==> config.mk <==
export PLATFORM = sky130hd
export DESIGN_NAME = aarch64_table_walker
export DESIGN_NICKNAME = d
export VERILOG_FILES = /design/src/rtl/atw_pkg.sv /design/src/rtl/atw_regs.sv /design/src/rtl/atw_step.sv /design/src/rtl/aarch64_table_walker.sv
export SDC_FILE = /design/constraint.sdc
export NUM_CORES = 1
export LEC_CHECK = 0
export ABC_CLOCK_PERIOD_IN_PS = 20700
export BUFFER_PORTS_ARGS = -buffer_cell sky130_fd_sc_hd__buf_2
export CORE_AREA = 4 4 203 205
export CTS_BUF_LIST = sky130_fd_sc_hd__clkbuf_2 sky130_fd_sc_hd__clkbuf_4 sky130_fd_sc_hd__clkbuf_8
export DETAILED_ROUTE_END_ITERATION = 10
export DIE_AREA = 0 0 207 209
export GPL_TIMING_DRIVEN = 0
export SLEW_MARGIN = 20
export SYNTH_ARGS = -nofsm -noshare
export SYNTH_HDL_FRONTEND = slang
export SYNTH_SLANG_ARGS = --single-unit
export TNS_END_PERCENT = 50
==> constraint.sdc <==
create_clock -name i_clk -period 20.7 [get_ports i_clk]
set_input_delay 4.14 -clock i_clk [delete_from_list [all_inputs] [get_ports i_clk]]
set_output_delay 4.14 -clock i_clk [all_outputs]
set_load 0.05 [all_outputs]
==> src/rtl/atw_pkg.sv <==
// Shared types, codes and constants for the translation table walker.
// No dependencies; every other file in rtl uses this package.
package atw_pkg;

    localparam int PA_BITS_DEFAULT = 48;

    localparam int CFG_ADDR_W = 4;
    localparam int CFG_DATA_W = 32;

    localparam logic [1:0] REG_LOW_GRANULE  = 2'd0;
    localparam logic [1:0] REG_HIGH_GRANULE = 2'd1;
    localparam logic [1:0] REG_LOW_OFFSET   = 2'd2;
    localparam logic [1:0] REG_HIGH_OFFSET  = 2'd3;

    localparam logic [1:0] GRAN_4K  = 2'd0;
    localparam logic [1:0] GRAN_64K = 2'd1;

    localparam logic       ACT_REQUEST = 1'b0;
    localparam logic       ACT_DATA    = 1'b1;

    localparam logic [1:0] DESC_TABLE = 2'b11;
    localparam logic [1:0] DESC_BLOCK = 2'b01;

    localparam logic [6:0] VA_WIDTH_4K_3LVL  = 7'd39;
    localparam logic [6:0] VA_WIDTH_64K_2LVL = 7'd42;

    localparam logic [5:0] SIZE_OFFSET_RESET = 6'd25;

    localparam logic [2:0] PS_4K   = 3'd0;
    localparam logic [2:0] PS_64K  = 3'd1;
    localparam logic [2:0] PS_2M   = 3'd2;
    localparam logic [2:0] PS_512M = 3'd3;
    localparam logic [2:0] PS_1G   = 3'd4;

    typedef enum logic [1:0] {
        KIND_READ  = 2'd0,
        KIND_DONE  = 2'd1,
        KIND_FAULT = 2'd2
    } t_kind;

    typedef struct packed {
        logic        action;
        logic [63:0] virt_addr;
        logic [47:0] table_base;
        logic [63:0] read_data;
        logic        read_error;
    } t_in_item;

    typedef struct packed {
        t_kind       kind;
        logic [47:0] read_address;
        logic [47:0] phys_addr;
        logic [2:0]  page_size;
    } t_out_item;

    typedef struct packed {
        logic [1:0] low_granule;
        logic [1:0] high_granule;
        logic [5:0] low_size_offset;
        logic [5:0] high_size_offset;
    } t_cfg;

    typedef struct packed {
        logic        busy;
        logic [63:0] vaddr;
        logic        granule;
        logic [1:0]  level;
    } t_walk;

endpackage

==> src/rtl/atw_regs.sv <==
// Configuration register file behind the APB-style port.
// Depends on atw_pkg for register indexes, reset values and the t_cfg type.
module atw_regs (
    input  logic                            i_clk,
    input  logic                            i_rst_n,
    input  logic                            psel,
    input  logic                            penable,
    input  logic                            pwrite,
    input  logic [atw_pkg::CFG_ADDR_W-1:0]  paddr,
    input  logic [atw_pkg::CFG_DATA_W-1:0]  pwdata,
    output logic [atw_pkg::CFG_DATA_W-1:0]  prdata,
    output logic                            pready,
    output atw_pkg::t_cfg                   o_cfg
);

    atw_pkg::t_cfg r_cfg;
    logic [1:0]    reg_idx;
    logic          wr_en;

    assign reg_idx = paddr[3:2];
    assign wr_en   = psel && penable && pwrite;
    assign pready  = 1'b1;
    assign o_cfg   = r_cfg;

    always_ff @(posedge i_clk) begin
        if (!i_rst_n) begin
            r_cfg.low_granule      <= atw_pkg::GRAN_4K;
            r_cfg.high_granule     <= atw_pkg::GRAN_4K;
            r_cfg.low_size_offset  <= atw_pkg::SIZE_OFFSET_RESET;
            r_cfg.high_size_offset <= atw_pkg::SIZE_OFFSET_RESET;
        end else if (wr_en) begin
            case (reg_idx)
                atw_pkg::REG_LOW_GRANULE:  r_cfg.low_granule      <= pwdata[1:0];
                atw_pkg::REG_HIGH_GRANULE: r_cfg.high_granule     <= pwdata[1:0];
                atw_pkg::REG_LOW_OFFSET:   r_cfg.low_size_offset  <= pwdata[5:0];
                atw_pkg::REG_HIGH_OFFSET:  r_cfg.high_size_offset <= pwdata[5:0];
                default: ;
            endcase
        end
    end

    always_comb begin
        prdata = '0;
        case (reg_idx)
            atw_pkg::REG_LOW_GRANULE:  prdata[1:0] = r_cfg.low_granule;
            atw_pkg::REG_HIGH_GRANULE: prdata[1:0] = r_cfg.high_granule;
            atw_pkg::REG_LOW_OFFSET:   prdata[5:0] = r_cfg.low_size_offset;
            atw_pkg::REG_HIGH_OFFSET:  prdata[5:0] = r_cfg.high_size_offset;
            default:                   prdata      = '0;
        endcase
    end

endmodule

==> src/rtl/atw_step.sv <==
// One walk step: decodes a request or a returned descriptor, forms the next
// descriptor address or the final translation, and gives the next walk state.
// Depends on atw_pkg for item, state and configuration types and codes.
module atw_step #(
    parameter int PA_BITS = atw_pkg::PA_BITS_DEFAULT
) (
    input  atw_pkg::t_in_item  i_item,
    input  atw_pkg::t_cfg      i_cfg,
    input  atw_pkg::t_walk     i_walk,
    output atw_pkg::t_walk     o_walk,
    output logic               o_res_vld,
    output atw_pkg::t_out_item o_res
);

    localparam logic [63:0] PaMask = (64'd1 << PA_BITS) - 64'd1;

    logic        hi;
    logic [1:0]  req_gran;
    logic [6:0]  req_width;
    logic [1:0]  req_lvl;
    logic        req_ok;

    logic        ag_gran;
    logic [1:0]  ag_lvl;
    logic [63:0] ag_va;
    logic [63:0] ag_base;
    logic [12:0] ag_idx;
    logic [4:0]  ag_align;
    logic [63:0] ag_addr;

    logic [1:0]  d_type;
    logic [4:0]  fin_lo;
    logic [2:0]  fin_ps;
    logic [63:0] fin_mask;
    logic [63:0] fin_pa;
    logic        is_fin;
    logic        is_cont;

    always_comb begin
        hi        = &i_item.virt_addr[63:47];
        req_gran  = hi ? i_cfg.high_granule : i_cfg.low_granule;
        req_width = 7'd64 - {1'b0, (hi ? i_cfg.high_size_offset : i_cfg.low_size_offset)};
        req_ok    = 1'b1;
        req_lvl   = 2'd0;
        case (req_gran)
            atw_pkg::GRAN_4K:  req_lvl = (req_width == atw_pkg::VA_WIDTH_4K_3LVL)  ? 2'd1 : 2'd0;
            atw_pkg::GRAN_64K: req_lvl = (req_width == atw_pkg::VA_WIDTH_64K_2LVL) ? 2'd2 : 2'd1;
            default:           req_ok  = 1'b0;
        endcase

        if (i_item.action == atw_pkg::ACT_DATA) begin
            ag_gran = i_walk.granule;
            ag_lvl  = i_walk.level + 2'd1;
            ag_va   = i_walk.vaddr;
            ag_base = i_item.read_data;
        end else begin
            ag_gran = req_gran[0];
            ag_lvl  = req_lvl;
            ag_va   = i_item.virt_addr;
            ag_base = {16'b0, i_item.table_base};
        end
    end

    always_comb begin
        if (!ag_gran) begin
            ag_align = 5'd12;
            case (ag_lvl)
                2'd0:    ag_idx = {4'b0, ag_va[47:39]};
                2'd1:    ag_idx = {4'b0, ag_va[38:30]};
                2'd2:    ag_idx = {4'b0, ag_va[29:21]};
                default: ag_idx = {4'b0, ag_va[20:12]};
            endcase
        end else begin
            case (ag_lvl)
                2'd0, 2'd1: begin
                    ag_align = 5'd9;
                    ag_idx   = {7'b0, ag_va[47:42]};
                end
                2'd2: begin
                    ag_align = 5'd16;
                    ag_idx   = ag_va[41:29];
                end
                default: begin
                    ag_align = 5'd16;
                    ag_idx   = ag_va[28:16];
                end
            endcase
        end
        ag_addr = (ag_base & PaMask & ~((64'd1 << ag_align) - 64'd1))
                | {48'b0, ag_idx, 3'b0};
    end

    always_comb begin
        d_type = i_item.read_data[1:0];
        if (!i_walk.granule) begin
            case (i_walk.level)
                2'd1: begin
                    fin_lo = 5'd30;
                    fin_ps = atw_pkg::PS_1G;
                end
                2'd2: begin
                    fin_lo = 5'd21;
                    fin_ps = atw_pkg::PS_2M;
                end
                default: begin
                    fin_lo = 5'd12;
                    fin_ps = atw_pkg::PS_4K;
                end
            endcase
            is_fin = ((i_walk.level == 2'd3) && (d_type == atw_pkg::DESC_TABLE))
                  || ((d_type == atw_pkg::DESC_BLOCK)
                      && ((i_walk.level == 2'd1) || (i_walk.level == 2'd2)));
        end else begin
            if (i_walk.level == 2'd2) begin
                fin_lo = 5'd29;
                fin_ps = atw_pkg::PS_512M;
            end else begin
                fin_lo = 5'd16;
                fin_ps = atw_pkg::PS_64K;
            end
            is_fin = ((i_walk.level == 2'd3) && (d_type == atw_pkg::DESC_TABLE))
                  || ((d_type == atw_pkg::DESC_BLOCK) && (i_walk.level == 2'd2));
        end
        is_cont  = (i_walk.level != 2'd3) && (d_type == atw_pkg::DESC_TABLE);
        fin_mask = (64'd1 << fin_lo) - 64'd1;
        fin_pa   = (i_item.read_data & PaMask & ~fin_mask) | (i_walk.vaddr & fin_mask);
    end

    always_comb begin
        o_walk    = i_walk;
        o_res_vld = 1'b0;
        o_res     = '0;
        o_res.kind = atw_pkg::KIND_FAULT;
        if (i_item.action == atw_pkg::ACT_REQUEST) begin
            o_res_vld   = 1'b1;
            o_walk.busy = 1'b0;
            if (req_ok) begin
                o_walk.busy          = 1'b1;
                o_walk.level         = req_lvl;
                o_walk.granule       = req_gran[0];
                o_walk.vaddr         = i_item.virt_addr;
                o_res.kind           = atw_pkg::KIND_READ;
                o_res.read_address   = ag_addr[47:0];
            end
        end else if (i_walk.busy) begin
            o_res_vld   = 1'b1;
            o_walk.busy = 1'b0;
            if (!i_item.read_error) begin
                if (is_fin) begin
                    o_res.kind      = atw_pkg::KIND_DONE;
                    o_res.phys_addr = fin_pa[47:0];
                    o_res.page_size = fin_ps;
                end else if (is_cont) begin
                    o_walk.busy        = 1'b1;
                    o_walk.level       = ag_lvl;
                    o_res.kind         = atw_pkg::KIND_READ;
                    o_res.read_address = ag_addr[47:0];
                end
            end
        end
    end

endmodule

==> src/rtl/aarch64_table_walker.sv <==
// Translation table walker top level: input register, walk state, result register.
// Throughput: one item per cycle while the output is not stalled; the walk state
// feeds back within that one step. Reset (synchronous, active low) empties both
// registers, ends any walk and loads granules 4KB and size offsets 25. Depends on
// atw_pkg, atw_regs, atw_step.
module aarch64_table_walker #(
    parameter int PA_BITS = atw_pkg::PA_BITS_DEFAULT
) (
    input  logic                            i_clk,
    input  logic                            i_rst_n,
    input  logic                            i_in_valid,
    output logic                            o_in_stall,
    input  atw_pkg::t_in_item               i_in_item,
    output logic                            o_out_valid,
    input  logic                            i_out_stall,
    output atw_pkg::t_out_item              o_out_item,
    input  logic                            psel,
    input  logic                            penable,
    input  logic                            pwrite,
    input  logic [atw_pkg::CFG_ADDR_W-1:0]  paddr,
    input  logic [atw_pkg::CFG_DATA_W-1:0]  pwdata,
    output logic [atw_pkg::CFG_DATA_W-1:0]  prdata,
    output logic                            pready
);

    atw_pkg::t_cfg      cfg;
    atw_pkg::t_in_item  r_in;
    logic               r_in_vld;
    atw_pkg::t_walk     r_walk;
    atw_pkg::t_walk     n_walk;
    atw_pkg::t_out_item r_out;
    logic               r_out_vld;
    atw_pkg::t_out_item n_out;
    logic               n_out_vld;
    logic               advance;

    atw_regs u_regs (
        .i_clk   (i_clk),
        .i_rst_n (i_rst_n),
        .psel    (psel),
        .penable (penable),
        .pwrite  (pwrite),
        .paddr   (paddr),
        .pwdata  (pwdata),
        .prdata  (prdata),
        .pready  (pready),
        .o_cfg   (cfg)
    );

    atw_step #(
        .PA_BITS (PA_BITS)
    ) u_step (
        .i_item    (r_in),
        .i_cfg     (cfg),
        .i_walk    (r_walk),
        .o_walk    (n_walk),
        .o_res_vld (n_out_vld),
        .o_res     (n_out)
    );

    assign advance     = !r_out_vld || !i_out_stall;
    assign o_in_stall  = r_in_vld && !advance;
    assign o_out_valid = r_out_vld;
    assign o_out_item  = r_out;

    always_ff @(posedge i_clk) begin
        if (!i_rst_n) begin
            r_in_vld <= 1'b0;
        end else if (!o_in_stall) begin
            r_in_vld <= i_in_valid;
        end
    end

    always_ff @(posedge i_clk) begin
        if (i_in_valid && !o_in_stall) begin
            r_in <= i_in_item;
        end
    end

    always_ff @(posedge i_clk) begin
        if (!i_rst_n) begin
            r_walk <= '0;
        end else if (r_in_vld && advance) begin
            r_walk <= n_walk;
        end
    end

    always_ff @(posedge i_clk) begin
        if (!i_rst_n) begin
            r_out_vld <= 1'b0;
        end else if (advance) begin
            r_out_vld <= r_in_vld && n_out_vld;
        end
    end

    always_ff @(posedge i_clk) begin
        if (advance && r_in_vld && n_out_vld) begin
            r_out <= n_out;
        end
    end

endmodule

==> results.sh <==
export IMPL_synthCells=1046
export IMPL_end_kind="primary output"
export IMPL_finClkSkew_ns=0.02165
export IMPL_clk_pin_slew_ns=0.07
export IMPL_p_int_w=0.001100
export IMPL_grt_max_degree=26
export IMPL_worst_slew_pin_slew_ns=0.9450
export IMPL_cts_hold_buffers=0
export IMPL_final_instance_count_excl_fill=1990
export IMPL_die_y_um=209
export IMPL_clkLatencyLatePin_ns=0.63
export IMPL_gp_congestion=0.9216
export IMPL_drtIter0Drc=617
export IMPL_path_class="input port to primary output"
export IMPL_detail_route_antenna_nets=0
export IMPL_p_sw_share_pct=25.42
export IMPL_cts_buffer_depth=3
export IMPL_layout_area_overhead_vs_synth_pct=26.30
export IMPL_cpMostUsedCell="buf_2"
export IMPL_dr_pass1_iters=5
export IMPL_final_common_cell="buf_2"
export IMPL_die_area_sq_mm=0.04326
export IMPL_postCtsSetupBuffers=0
export IMPL_grt_usage_pct=18.79
export IMPL_drv_cap=0
export IMPL_vdd_drop_max_v=0.00005030
export IMPL_slew_headroom_pct=37.00
export IMPL_status="finished clean"
export IMPL_synth_flop_cell="edfxtp_1"
export IMPL_synth_warnings=0
export IMPL_numCtsBuffers=55
export IMPL_syn_avg_cell_area_sq_um=13.09
export IMPL_viasPerCell=4.871
export IMPL_path_cells="buf_2 > buf_1 > mux4_2 > buf_2"
export IMPL_ctsHtreeMaxLevel=2
export IMPL_period_share_pct=47.37
export IMPL_async_flop_share_pct=0
export IMPL_finalCriticalPeriod_ns=9.805
export IMPL_ctsRootBufferMaster="clkbuf_8"
export IMPL_crit_path_start_kind="input port"
export IMPL_path_delay_family="buffers and inverters"
export IMPL_maxSlewViolCount=0
export IMPL_rows=73
export IMPL_fmax_ghz=0.1020
export IMPL_grt_pass1_vias=9743
export IMPL_grt_antenna_before_repair=4
export IMPL_power_frac_comb_pct=10.4
export IMPL_fillerInstances=3747
export IMPL_synth_edf_count=253
export IMPL_drc=0
export IMPL_final_cell_mix="287 x buf_2, 253 x edfxtp_1, 149 x nand2_1"
export IMPL_hold_viol=0
export IMPL_p_clk_share_pct=39.1
export IMPL_portBuffers=273
export IMPL_fin_tns_setup_ns=0
export IMPL_finish_utilization_pct=43.84
export IMPL_crit_fanout=10
export IMPL_crit_buf_inv=3
export IMPL_critPathArrivalTime_ns=5.66
export IMPL_vias=9693
export IMPL_syn_area_sq_mm=0.01370
export IMPL_fp_dieW_um=207
export IMPL_dp_hpwl_um=31450
export IMPL_ioPinCount=357
export IMPL_max_stage_delay_ns=0.64
export IMPL_required_ns=16.56
export IMPL_start_util_pct=34.71
export IMPL_p_sw_w=0.0003749
export IMPL_synth_seq_cells=323
export IMPL_overflow=0
export IMPL_core_sq_mm=0.03946
export IMPL_drt_wirelength_per_cell_um=21.40
export IMPL_cts_resized=0
export IMPL_cellLeakagePower_nw=7.016
export IMPL_slowest_stage="mux4_2"
export IMPL_cts_num_sinks=323
export IMPL_cellPowerDensity_mw_per_mm2=85.27
export IMPL_setup_viol=0
export IMPL_grt_pass1_wl_um=61760
export IMPL_seq_area_frac_synth_pct=65.70
export IMPL_rsz0062_at_grt="false"
export IMPL_synth_cell_types=69
export IMPL_totalWireLength_um=42580
export IMPL_drive_above_1_share_pct=32.22
export IMPL_final_nets=1645
export IMPL_finalPower_w=0.001475
export IMPL_holdCritPathClass="register to register"
export IMPL_power_frac_seq_pct=50.5
export IMPL_cts_tree="yes"
export IMPL_dp_cells=1887
[worst min-delay path, stage by stage (launching register included)]
cell and delay, ns:
dfxtp_1 0.31, nand2_1 0.05, a21boi_0 0.06
[routing by layer]
| metal | up-vias | wire (um) | GRT usage (%) |
|---|---|---|---|
| li1 | 4531 | - | - |
| met1 | 4697 | 18820 | 25.56 |
| met2 | 372 | 19360 | 29.10 |
| met3 | 93 | 2749 | 4.549 |
| met4 | 0 | 1646 | 7.547 |
| met5 | - | 0 | 0 |
[area by class of cell]
type | count | area [sq um] | area share [%]
clock buffer | 83 | 1030 | 5.953
tap | 525 | 656.9 | 3.797
inverter | 14 | 52.55 | 0.3038
multi-input combinational | 655 | 4329 | 25.03
buffer | 84 | 456.7 | 2.640
timing repair buffer | 286 | 1685 | 9.743
sequential | 323 | 8999 | 52.02
antenna | 3 | 7.507 | 0.04340
clock inverter | 17 | 81.33 | 0.4702
[cell usage after synthesis, drive strengths merged, types with 4 or more instances]
master | n | area share, %
a31o | 4 | 0.26
o21a | 4 | 0.23
nand2 | 149 | 4.1
buf | 53 | 2.5
a211oi | 9 | 0.49
nor3b | 5 | 0.35
clkbuf | 31 | 0.85
mux2i | 106 | 7.7
nand3 | 26 | 0.95
nor2 | 81 | 2.3
a21oi | 27 | 0.99
nand4 | 4 | 0.23
inv | 14 | 0.38
nor3 | 7 | 0.34
edfxtp | 253 | 55
dfxtp | 70 | 10
mux2 | 10 | 0.82
a21boi | 53 | 2.9
o211ai | 9 | 0.53
ha | 5 | 0.46
nor2b | 15 | 0.69
mux4 | 12 | 2.0
and3 | 5 | 0.23
nand2b | 6 | 0.33
and2 | 22 | 1.0
a31oi | 10 | 0.46
o21ai | 20 | 0.81
[flip-flops by register name, summed over array words and instances, names as in the netlist]
| name | cells |
|---|---|
| o_out_valid | 1 |
| r_in | 152 |
| r_walk | 52 |
| u_regs.o_cfg | 16 |
| o_out_item | 101 |
| r_in_vld | 1 |
[power groups by stage]
stage                     Combinational (W)  Sequential [W]  Clock, W
after global routing               0.000164        0.000747  0.000626
after CTS                          0.000154        0.000745  0.000596
after detailed placement           0.000153        0.000758         0
after global placement             0.000144        0.000766         0
final                              0.000154        0.000745  0.000576
after floorplan                   0.0000799        0.000772         0
[through the flow]
stage / hold slack (ns) / cell area (sq um) / setup WS [ns]
2_1_floorplan: 0.4388 / 13810 / 8.798
3_5_place_dp: 0.4577 / 16180 / 10.89
6_report: 0.4661 / 17300 / 10.90
5_1_grt: 0.4905 / 17300 / 10.79
4_1_cts: 0.4673 / 17290 / 10.88
3_3_place_gp: 0.4530 / 15830 / 5.231
[worst paths after layout]
kind / slack (ns) / cells past startpoint / start / endpoint
max reg2reg: 17.31 / 11 / r_walk[0] / o_out_item[43]
min: 0.47 / 2 / r_walk[13] / r_walk[13]
max: 10.90 / 4 / paddr[2] / prdata[0]
min reg2reg: 0.47 / 2 / r_walk[13] / r_walk[13]
[kinds of logic (layout without fill, tap and decap cells)]
family,after synthesis,after routing,synth area share [%]
AND/OR/NAND/NOR,328,328,10.97
flip-flops,323,323,65.70
AO/OA/AOI/OAI,161,161,8.487
multiplexers,128,128,10.54
buffers and inverters,98,484,3.718
adder cells (fa/ha/maj),5,5,0.4568
other,2,35,0.05483
XOR/XNOR,1,1,0.06396
Note: power is estimated with default switching activity, not from simulation.
